### src/design/iphpc_pkg.sv
// Package for the IPv4 header parse and check block.
// Holds the queue entry type, item kinds, status codes, sizes and the minimum IHL; no dependencies.
package iphpc_pkg;

  localparam int QUEUE_DEPTH_DEFAULT = 4;
  localparam int POS_W = 6;
  localparam logic [3:0] MIN_IHL = 4'd5;

  typedef enum logic [1:0] {
    ITEM_PASS  = 2'd0,
    ITEM_DONE  = 2'd1,
    ITEM_SHORT = 2'd2
  } item_kind_t;

  typedef enum logic [1:0] {
    ST_OK       = 2'd0,
    ST_SHORT    = 2'd1,
    ST_BAD_IHL  = 2'd2,
    ST_MISMATCH = 2'd3
  } status_t;

  typedef struct packed {
    logic [7:0]       data_byte;
    logic [POS_W-1:0] pos;
    item_kind_t       kind;
  } entry_t;

endpackage

### src/design/ipv4_header_parse_check_top.sv
// IPv4 header parse and check: top level.
// Ties front end, queue and back end together; uses iphpc_pkg.
//
// Input channel (in_valid/in_ready): one packet byte per item, network order,
// with last on the final byte of the packet. One byte is taken per cycle while in_ready is high.
// Output channel (out_valid/out_ready): one result per packet, carrying the
// fixed header fields and a status (ok, too short, bad header length,
// checksum mismatch). The result leaves as soon as the IHL*4-th header byte
// (or an early last byte) is in; bytes after that up to last are dropped.
// A byte passes through the queue and the result register loads as it leaves,
// so out_valid is registered and rises once the deciding byte leaves the queue.
// Throughput: one byte per cycle while the queue has room; the 16-bit ones'
// complement add in the back end runs once per word. When the receiver stalls, the
// result holds and the queue (QUEUE_DEPTH bytes) fills; in_ready falls once it is full.
// Reset clears position, drain state, queue and captures; no result is valid.
module ipv4_header_parse_check_top
  import iphpc_pkg::*;
#(
  parameter int QUEUE_DEPTH = QUEUE_DEPTH_DEFAULT
) (
  input  logic        clk,
  input  logic        rst,
  input  logic        in_valid,
  output logic        in_ready,
  input  logic [7:0]  data_byte,
  input  logic        last,
  output logic        out_valid,
  input  logic        out_ready,
  output logic [1:0]  status,
  output logic [3:0]  version,
  output logic [3:0]  header_words,
  output logic [7:0]  type_of_service,
  output logic [15:0] datagram_length,
  output logic [15:0] identification,
  output logic [2:0]  flag_bits,
  output logic [12:0] frag_offset,
  output logic [7:0]  ttl,
  output logic [7:0]  protocol,
  output logic [31:0] source_address,
  output logic [31:0] destination_address
);

  logic   queue_full, push, pop, head_valid;
  entry_t push_entry, head_entry;

  iphpc_front u_front (
    .clk        (clk),
    .rst        (rst),
    .in_valid   (in_valid),
    .in_ready   (in_ready),
    .data_byte  (data_byte),
    .last       (last),
    .queue_full (queue_full),
    .push       (push),
    .push_entry (push_entry)
  );

  iphpc_queue #(
    .DEPTH (QUEUE_DEPTH)
  ) u_queue (
    .clk        (clk),
    .rst        (rst),
    .push       (push),
    .push_entry (push_entry),
    .full       (queue_full),
    .pop        (pop),
    .head_valid (head_valid),
    .head_entry (head_entry)
  );

  iphpc_back u_back (
    .clk                 (clk),
    .rst                 (rst),
    .head_valid          (head_valid),
    .head_entry          (head_entry),
    .pop                 (pop),
    .out_valid           (out_valid),
    .out_ready           (out_ready),
    .status              (status),
    .version             (version),
    .header_words        (header_words),
    .type_of_service     (type_of_service),
    .datagram_length     (datagram_length),
    .identification      (identification),
    .flag_bits           (flag_bits),
    .frag_offset         (frag_offset),
    .ttl                 (ttl),
    .protocol            (protocol),
    .source_address      (source_address),
    .destination_address (destination_address)
  );

endmodule

### src/design/iphpc_front.sv
// Front end: tracks byte position, header length and trailing-byte drain.
// Classifies each byte and pushes it to the queue; uses iphpc_pkg.
module iphpc_front
  import iphpc_pkg::*;
(
  input  logic       clk,
  input  logic       rst,
  input  logic       in_valid,
  output logic       in_ready,
  input  logic [7:0] data_byte,
  input  logic       last,
  input  logic       queue_full,
  output logic       push,
  output entry_t     push_entry
);

  logic [POS_W-1:0] byte_count, byte_count_next;
  logic [3:0]       ihl, ihl_next;
  logic             draining, draining_next;
  logic             accept;
  logic [3:0]       ihl_cur;
  logic [POS_W:0]   pos_plus;
  logic [POS_W-1:0] target;
  logic             done;

  assign in_ready = !queue_full;
  assign accept   = in_valid && in_ready;

  assign ihl_cur  = (byte_count == '0) ? data_byte[3:0] : ihl;
  assign target   = {ihl_cur, 2'b00};
  assign pos_plus = {1'b0, byte_count} + 7'd1;
  assign done     = pos_plus >= {1'b0, target};

  always_comb begin
    byte_count_next = byte_count;
    ihl_next        = ihl;
    draining_next   = draining;
    push            = 1'b0;
    push_entry.data_byte = data_byte;
    push_entry.pos       = byte_count;
    push_entry.kind      = ITEM_PASS;
    if (accept) begin
      if (draining) begin
        // drop trailing bytes up to the last mark
        if (last) begin
          draining_next = 1'b0;
        end
      end else begin
        push     = 1'b1;
        ihl_next = ihl_cur;
        if (done) begin
          push_entry.kind = ITEM_DONE;
          byte_count_next = '0;
          draining_next   = !last;
        end else if (last) begin
          push_entry.kind = ITEM_SHORT;
          byte_count_next = '0;
        end else begin
          byte_count_next = pos_plus[POS_W-1:0];
        end
      end
    end
  end

  always_ff @(posedge clk) begin
    if (rst) begin
      byte_count <= '0;
      ihl        <= '0;
      draining   <= 1'b0;
    end else begin
      byte_count <= byte_count_next;
      ihl        <= ihl_next;
      draining   <= draining_next;
    end
  end

endmodule

### src/design/iphpc_queue.sv
// Short register queue between front and back ends.
// Holds classified bytes; uses iphpc_pkg for the entry type.
module iphpc_queue
  import iphpc_pkg::*;
#(
  parameter int DEPTH = QUEUE_DEPTH_DEFAULT
) (
  input  logic   clk,
  input  logic   rst,
  input  logic   push,
  input  entry_t push_entry,
  output logic   full,
  input  logic   pop,
  output logic   head_valid,
  output entry_t head_entry
);

  localparam int PTR_W = (DEPTH > 1) ? $clog2(DEPTH) : 1;
  localparam int CNT_W = $clog2(DEPTH + 1);
  localparam logic [PTR_W-1:0] PTR_LAST = PTR_W'(DEPTH - 1);
  localparam logic [CNT_W-1:0] CNT_FULL = CNT_W'(DEPTH);

  entry_t           slots [DEPTH];
  logic [PTR_W-1:0] wr_ptr, rd_ptr;
  logic [CNT_W-1:0] count;
  logic             do_push, do_pop;

  assign full       = count == CNT_FULL;
  assign head_valid = count != '0;
  assign head_entry = slots[rd_ptr];
  assign do_push    = push && !full;
  assign do_pop     = pop && head_valid;

  always_ff @(posedge clk) begin
    if (do_push) begin
      slots[wr_ptr] <= push_entry;
    end
  end

  always_ff @(posedge clk) begin
    if (rst) begin
      wr_ptr <= '0;
      rd_ptr <= '0;
      count  <= '0;
    end else begin
      if (do_push) begin
        wr_ptr <= (wr_ptr == PTR_LAST) ? '0 : wr_ptr + 1'b1;
      end
      if (do_pop) begin
        rd_ptr <= (rd_ptr == PTR_LAST) ? '0 : rd_ptr + 1'b1;
      end
      case ({do_push, do_pop})
        2'b10:   count <= count + 1'b1;
        2'b01:   count <= count - 1'b1;
        default: count <= count;
      endcase
    end
  end

endmodule

### src/design/iphpc_back.sv
// Back end: captures header fields, keeps the ones' complement sum, judges status.
// Drives the registered result; uses iphpc_pkg.
module iphpc_back
  import iphpc_pkg::*;
(
  input  logic        clk,
  input  logic        rst,
  input  logic        head_valid,
  input  entry_t      head_entry,
  output logic        pop,
  output logic        out_valid,
  input  logic        out_ready,
  output logic [1:0]  status,
  output logic [3:0]  version,
  output logic [3:0]  header_words,
  output logic [7:0]  type_of_service,
  output logic [15:0] datagram_length,
  output logic [15:0] identification,
  output logic [2:0]  flag_bits,
  output logic [12:0] frag_offset,
  output logic [7:0]  ttl,
  output logic [7:0]  protocol,
  output logic [31:0] source_address,
  output logic [31:0] destination_address
);

  logic [3:0]  ihl_seen, ihl_seen_next;
  logic [3:0]  version_seen, version_seen_next;
  logic [7:0]  service_seen, service_seen_next;
  logic [15:0] length_seen, length_seen_next;
  logic [15:0] id_seen, id_seen_next;
  logic [15:0] flag_word_seen, flag_word_seen_next;
  logic [7:0]  ttl_seen, ttl_seen_next;
  logic [7:0]  protocol_seen, protocol_seen_next;
  logic [15:0] stored_sum_seen, stored_sum_seen_next;
  logic [31:0] source_seen, source_seen_next;
  logic [31:0] dest_seen, dest_seen_next;
  logic [15:0] running_sum, running_sum_next;
  logic [7:0]  high_byte_hold, high_byte_hold_next;

  logic [7:0]       b;
  logic [POS_W-1:0] pos;
  logic             first;
  logic [15:0]      word;
  logic [16:0]      wide_sum;
  logic [15:0]      sum_base;
  logic             emit;
  status_t          status_next;

  assign b     = head_entry.data_byte;
  assign pos   = head_entry.pos;
  assign first = pos == '0;
  assign emit  = head_entry.kind != ITEM_PASS;
  // a result may leave only when the output register is free or being taken
  assign pop   = head_valid && (!emit || !out_valid || out_ready);

  always_comb begin
    // clear every capture at the first byte of a packet
    ihl_seen_next        = first ? '0 : ihl_seen;
    version_seen_next    = first ? '0 : version_seen;
    service_seen_next    = first ? '0 : service_seen;
    length_seen_next     = first ? '0 : length_seen;
    id_seen_next         = first ? '0 : id_seen;
    flag_word_seen_next  = first ? '0 : flag_word_seen;
    ttl_seen_next        = first ? '0 : ttl_seen;
    protocol_seen_next   = first ? '0 : protocol_seen;
    stored_sum_seen_next = first ? '0 : stored_sum_seen;
    source_seen_next     = first ? '0 : source_seen;
    dest_seen_next       = first ? '0 : dest_seen;
    sum_base             = first ? '0 : running_sum;
    high_byte_hold_next  = high_byte_hold;
    running_sum_next     = sum_base;
    word                 = '0;
    wide_sum             = '0;

    case (pos) inside
      6'd0: begin
        version_seen_next = b[7:4];
        ihl_seen_next     = b[3:0];
      end
      6'd1:        service_seen_next    = b;
      [6'd2:6'd3]: length_seen_next     = {length_seen_next[7:0], b};
      [6'd4:6'd5]: id_seen_next         = {id_seen_next[7:0], b};
      [6'd6:6'd7]: flag_word_seen_next  = {flag_word_seen_next[7:0], b};
      6'd8:        ttl_seen_next        = b;
      6'd9:        protocol_seen_next   = b;
      [6'd10:6'd11]: stored_sum_seen_next = {stored_sum_seen_next[7:0], b};
      [6'd12:6'd15]: source_seen_next   = {source_seen_next[23:0], b};
      [6'd16:6'd19]: dest_seen_next     = {dest_seen_next[23:0], b};
      default: ;
    endcase

    if (!pos[0]) begin
      high_byte_hold_next = b;
    end else begin
      // stored checksum word counts as zero
      word             = (pos == 6'd11) ? 16'd0 : {high_byte_hold, b};
      wide_sum         = {1'b0, sum_base} + {1'b0, word};
      running_sum_next = wide_sum[15:0] + {15'd0, wide_sum[16]};
    end

    if (head_entry.kind == ITEM_SHORT) begin
      status_next = ST_SHORT;
    end else if (ihl_seen_next < MIN_IHL) begin
      status_next = ST_BAD_IHL;
    end else if (stored_sum_seen_next != ~running_sum_next) begin
      status_next = ST_MISMATCH;
    end else begin
      status_next = ST_OK;
    end
  end

  always_ff @(posedge clk) begin
    if (rst) begin
      out_valid       <= 1'b0;
      ihl_seen        <= '0;
      version_seen    <= '0;
      service_seen    <= '0;
      length_seen     <= '0;
      id_seen         <= '0;
      flag_word_seen  <= '0;
      ttl_seen        <= '0;
      protocol_seen   <= '0;
      stored_sum_seen <= '0;
      source_seen     <= '0;
      dest_seen       <= '0;
      running_sum     <= '0;
      high_byte_hold  <= '0;
    end else begin
      if (pop) begin
        ihl_seen        <= ihl_seen_next;
        version_seen    <= version_seen_next;
        service_seen    <= service_seen_next;
        length_seen     <= length_seen_next;
        id_seen         <= id_seen_next;
        flag_word_seen  <= flag_word_seen_next;
        ttl_seen        <= ttl_seen_next;
        protocol_seen   <= protocol_seen_next;
        stored_sum_seen <= stored_sum_seen_next;
        source_seen     <= source_seen_next;
        dest_seen       <= dest_seen_next;
        running_sum     <= running_sum_next;
        high_byte_hold  <= high_byte_hold_next;
      end
      if (pop && emit) begin
        out_valid <= 1'b1;
      end else if (out_ready) begin
        out_valid <= 1'b0;
      end
    end
  end

  always_ff @(posedge clk) begin
    if (pop && emit) begin
      status              <= status_next;
      version             <= version_seen_next;
      header_words        <= ihl_seen_next;
      type_of_service     <= service_seen_next;
      datagram_length     <= length_seen_next;
      identification      <= id_seen_next;
      flag_bits           <= flag_word_seen_next[15:13];
      frag_offset         <= flag_word_seen_next[12:0];
      ttl                 <= ttl_seen_next;
      protocol            <= protocol_seen_next;
      source_address      <= source_seen_next;
      destination_address <= dest_seen_next;
    end
  end

endmodule

### config.mk
export PLATFORM = sky130hd
export DESIGN_NAME = ipv4_header_parse_check_top
export DESIGN_NICKNAME = d
export VERILOG_FILES = /design/src/design/iphpc_pkg.sv /design/src/design/ipv4_header_parse_check_top.sv /design/src/design/iphpc_front.sv /design/src/design/iphpc_queue.sv /design/src/design/iphpc_back.sv
export SDC_FILE = /design/constraint.sdc
export NUM_CORES = 1
export LEC_CHECK = 0
export BUFFER_PORTS_ARGS = -buffer_cell sky130_fd_sc_hd__buf_2
export CAP_MARGIN = 5
export CORE_AREA = 3 3 220 222
export DETAILED_ROUTE_END_ITERATION = 7
export DIE_AREA = 0 0 223 225
export GPL_TIMING_DRIVEN = 0
export PLACE_DENSITY_LB_ADDON = 0.1
export SLEW_MARGIN = 40
export SYNTH_ARGS = -nofsm -noshare
export SYNTH_HDL_FRONTEND = slang
export SYNTH_SLANG_ARGS = --single-unit
export TNS_END_PERCENT = 20
### constraint.sdc
create_clock -name clk -period 15.45 [get_ports clk]
set_input_delay 2.3175 -clock clk [delete_from_list [all_inputs] [get_ports clk]]
set_output_delay 2.3175 -clock clk [all_outputs]
set_load 0.03 [all_outputs]
# Word-level counts from Yosys, hierarchy flattened
# Memories as Yosys holds them, arrays and structs flattened. A register that Yosys moved wholly into a read port is not among the register bits.
# Cells that the tools add are included.
# Widths: inputs -> output; s select.
# totals
memories	1
elab_cells	184
ff_bits	349
in_bits	13
ram_bits	64
# memory_table
name	words	word_bits	read_ports	rd_ports_with_merged_regs	wr	line_no	text
u_queue.slots	4	16	1	1	1	iphpc_queue.sv:23	entry_t slots [DEPTH];
# classes
mux	91
magnitude_cmp	14
bitwise_logic	3
eq_ne	11
n_reduce_logical	25
add_sub_neg	7
# ops
op	count
$mux 32	21
$mux 16	27
$mux 8	18
$mux 2	10
$eq 6x4->1 const B	3
$add 16x16->17	1
$add 16x1->16	1
$ne 16x16->1	1
$not 16->16	1
$ge 6x3->1 const B	2
$ge 6x4->1 const B	2
$le 6x3->1 const B	2
$le 6x4->1 const B	2
$logic_not 6->1	2
$mux 4	3
$mux 6	2
$logic_and 1x1->1	11
$mux 1	9
$eq 2x2->1 const B	4
$add 6x1->7 const B	1
$ge 7x6->1	1
$eq 6x1->1 const B	1
$ge 6x2->1 const B	1
$ge 6x5->1 const B	1
other kinds (15)	24

# Depth between registers and ports, before layout
# logic_depth
ltp_word	13
mapped_depth	31

# Hierarchy
# A second synthesis with hierarchy kept.
# hier_totals
hier_cells	1878
hier_area_um2	18550.3
# modules_own_cells
module	cells_each	instances	area_per_inst_um2
iphpc_back	1658	1	14998.1
iphpc_queue	138	1	2805.2
iphpc_front	82	1	747.0

# Least setup slack after synthesis
# OpenSTA, ideal clock, no wires.
# synth_timing
path_kind	reg-to-reg
from	reg with a tool-made name
to	reg u_back.status[0] (data pin)
required_time_ns	15.186
period_less_slack_ns	6.521
path_stages_with_launch	31
arrival_time_ns	6.257
slack_ns	8.929
path_cell_list	dfxtp_1 -> buf_6 -> mux4_2 -> nor4b_4 -> and2_1 -> buf_6 -> buf_12 -> nand2_1 -> and2_1 -> ha_1 -> fa_1 -> a211o_1 -> a21o_1 -> a2111oi_2 -> nor2b_1 -> o21a_1 -> o21a_1 -> o21ai_0 -> nand2b_1 -> ha_1 -> ha_1 -> inv_1 -> a2111oi_0 -> o221ai_1 -> and4bb_2 -> and4bb_2 -> xor2_1 -> xnor2_1 -> o211ai_1 -> nor3_2 -> a31oi_1
# synth_rtl
item	line_no	text
end signal: assignment	iphpc_back.sv:155	status <= status_next;
end: declaration	iphpc_back.sv:13	output logic [1:0] status,

==> results.tsv <==
stage	metric	value	unit
status	status	finished, final reports clean	
pwr	seqPwrFrac	34.3	%
logic_synthesis	synthMuxAreaShare	6.50	%
global_route	grt_pass1_vias	13900	
clocking	cts.sinks	415	
placement	place_inst	2656	
pwr	cellPowerDensity	217	nW/µm²
clocking	insertion_delay	0.57	ns
route	drc	0	
placement	dpl_cell_area	20200	µm²
sta	tns	0	ns
setup_path	crit_path_end_kind	register	
pwr	swShare	43.8	%
flow_run	cap_violations	0	
cells_and_area	antenna_cells	0	
route	wire_per_inst	19.6	µm
sta	layout_setup_ws	7.25	ns
cells_and_area	fin_nets	2142	
global_route	grt_pass1_wl	82.0	mm
sta	finalCritPeriodShare	53.1	%
cells_and_area	final_area	21500	µm²
worst_hold_path	hold_class	reg2reg	
worst_hold_path	min_to	u_back.ttl_seen[6]	
floorplanning	coreArea	46600	µm²
placement	place_congestion	0.861	
route	viasPerCell	5.30	
sta	holdWs	0.453	ns
sta	min_period	8.20	ns
floorplanning	rows	79	
floorplanning	die_width	223	µm
logic_synthesis	synth.distinct_cells	67	
pwr	p_comb_share	43.9	%
cells_and_area	area_growth_syn_to_layout	16.5	%
setup_path	path_class	reg2reg	
sta	worst_pin_slew	0.873	ns
pwr	p_int	2.63	mW
clocking	path_clk_slew	0.06	ns
clocking	postCtsHoldBufs	0	
floorplanning	die-area	50200	µm²
pwr	switching_power	2.04	mW
route	wl	53.6	mm
sta	hold_viol	0	
clocking	post_cts_buffers	0	
logic_synthesis	ys_async_sr_fraction	0	%
setup_path	crit_top_cell	ha_1	
clocking	cts_resized	0	
cells_and_area	final_cells	2740	
logic_synthesis	ys_seq_area_share	56.3	%
sta	setup_viol	0	
logic_synthesis	synthesis.area	18500	µm²
logic_synthesis	netlist_instances	1887	
logic_synthesis	synth.avg_cell_area	9.81	µm²
pwr	leakagePower	7.96	nW
setup_path	slowest_delay	0.64	ns
setup_path	reg2reg_depth	29	
floorplanning	die_h	225	µm
clocking	cts_buffer_depth	3	
pwr	peakVddDrop	0.125	mV
logic_synthesis	synth-simple-area-share	18.0	%
sta	rsz0062_at_grt	no	
cells_and_area	most-common-layout-cells	nand2_1, a21oi_1, edfxtp_1, dfxtp_1, buf_2	
route	antenna_left	0	
cells_and_area	final_common_cell	nand2_1	
cells_and_area	fin_util	46.3	%
setup_path	rr_endpoint	u_back.status[1]	
placement	dp_hpwl	37.6	mm
global_route	grt_overflow	0	
setup_path	required	15.75	ns
clocking	clockRootBuffer	clkbuf_16	
pwr	clock_power_share	21.8	%
logic_synthesis	yosys_warnings	0	
route	drt-initial-drc-count	1118	
route	vias	14500	
clocking	cts-buffers-inserted	45	
sta	finalMaxSlewViolations	0	
setup_path	r2r_slack	7.25	ns
route	first_pass_iters	5	
logic_synthesis	synthAdderAreaFrac	2.31	%
logic_synthesis	synth_compound_area_share	11.0	%
global_route	grt_usage	20.9	%
floorplanning	initial_core_util	39.7	%
clocking	cts_tree	built	
logic_synthesis	syn_nets	1933	
sta	relSlewSlack	41.8	%
clocking	h-tree-depth	2	
logic_synthesis	synth_flop_cell	edfxtp_1	
logic_synthesis	synth_top_family_by_area	simple AND/OR/NAND/NOR gates	
placement	pre_cts_slack	7.21	ns
setup_path	start_kind	register	
placement	port_buffers	159	
logic_synthesis	synth-seq-cells	415	
setup_path	critPathMaxFanout	10	
sta	fmax	0.122	GHz
pwr	p_total	4.67	mW
logic_synthesis	synthXorXnorAreaFrac	2.80	%
setup_path	cp_slowest_cell	mux4_2	
setup_path	crit_arrival	8.50	ns
worst_hold_path	hold_depth	2	
global_route	antenna_found_initial	0	
floorplanning	pin_count	161	
logic_synthesis	synth_edf_count	210	
sta	clock_skew	0.0103	ns
cells_and_area	drive_gt1_share	13.2	%
worst_hold_path	worstHoldStart	u_back.ttl_seen[6]	
global_route	grt_start_max_net_pins	51	
routing by layer:
layer	track usage [%]	part of all wire (%)	up-vias
met4	6.71	2.7	0
met1	29.4	46	7017
li1	-	-	6968
met2	33.3	46	457
met5	0	0	-
met3	3.37	6.0	92
how the worst max path moves through the flow:
stage | startpoint | endpoint | slack [ns] | cells after the start
floorplan | register | u_back.status[0] | 8.93 | 30
detailed placement | register | u_back.status[1] | 7.21 | 29
global placement | out_ready | u_back.type_of_service[2] | 6.39 | 7
finish | register | u_back.status[1] | 7.25 | 29
global route | register | u_back.status[1] | 6.59 | 29
CTS | register | u_back.status[1] | 7.14 | 29
synth_stat cells, drive strengths merged (2+ instances only):
library cell	instances	area, µm²
a2111oi	5	56.3
a211oi	12	90.1
a21boi	2	15.0
a21o	7	52.6
a21oi	247	1240
a221oi	2	17.5
a22oi	28	210
a2bb2oi	6	52.6
a311oi	2	17.5
a31oi	6	37.5
and2	45	282
and3	5	31.3
and4bb	2	25.0
buf	18	110
clkbuf	111	417
dfxtp	205	4100
edfxtp	210	6310
fa	2	40.0
ha	31	388
inv	14	52.6
mux2	2	22.5
mux2i	82	821
mux4	16	360
nand2	498	1870
nand2b	9	56.3
nand3	26	130
nand3b	2	15.0
nand4	6	37.5
nor2	150	571
nor2b	7	43.8
nor3	17	90.1
nor3b	3	22.5
nor4	4	40.0
nor4b	3	47.5
o2111ai	3	26.3
o211ai	3	22.5
o21a	4	30.0
o21ai	17	85.1
or3	3	18.8
or4	2	15.0
xnor2	32	280
xnor3	2	45.0
xor2	22	193
logic make-up (layout without fill, tap and decap cells):
kind of cell	count (synthesis)	count (layout)
adder cells (fa/ha/maj)	33	33
AND/OR/NAND/NOR	786	786
flip-flops	415	415
buffers and inverters	143	389
XOR/XNOR	56	56
multiplexers	100	100
AO/OA/AOI/OAI	354	354
registers in the layout (all words and copies together) (netlist names), 13 cells and up, named ones only:
name	count
u_back.dest_seen	32
u_queue.slots	64
u_back.identification	16
u_back.source_address	32
u_back.id_seen	16
u_back.flag_word_seen	16
u_back.datagram_length	16
u_back.source_seen	32
u_back.length_seen	16
u_back.stored_sum_seen	16
u_back.running_sum	16
u_back.frag_offset	13
u_back.destination_address	32
power groups by stage:
stage	combinational, mW	clock [mW]	sequential, mW
after floorplan	0.976	0	2.02
after global placement	2.01	0	1.67
after detailed placement	2.05	0	1.63
after CTS	2.06	1.05	1.61
after global routing	2.21	1.09	1.63
final	2.05	1.02	1.60
worst max-delay path: cells and delay by family (launching register included):
| kind | cells | cell delay (ns) |
|---|---|---|
| buffers and inverters | 5 | 1.13 |
| and+or+nand+nor | 8 | 1.98 |
| DFF | 1 | 0.33 |
| adders and majority gates | 3 | 0.70 |
| AOI/OAI and AO/OA | 10 | 2.66 |
| xor gates and xnor gates | 2 | 0.45 |
| muxes | 1 | 0.64 |
cell type report:
| class | count | area (µm²) |
|---|---|---|
| fill | 4451 | 25000 |
| sequential | 415 | 10400 |
| multi-input combinational | 1329 | 7540 |
| clock buffer | 66 | 1250 |
| timing repair buffer | 162 | 858 |
| tap | 607 | 759 |
| buffer | 129 | 538 |
| clock inverter | 18 | 138 |
| inverter | 14 | 60.1 |
Note: power is estimated with default switching activity, not from simulation.
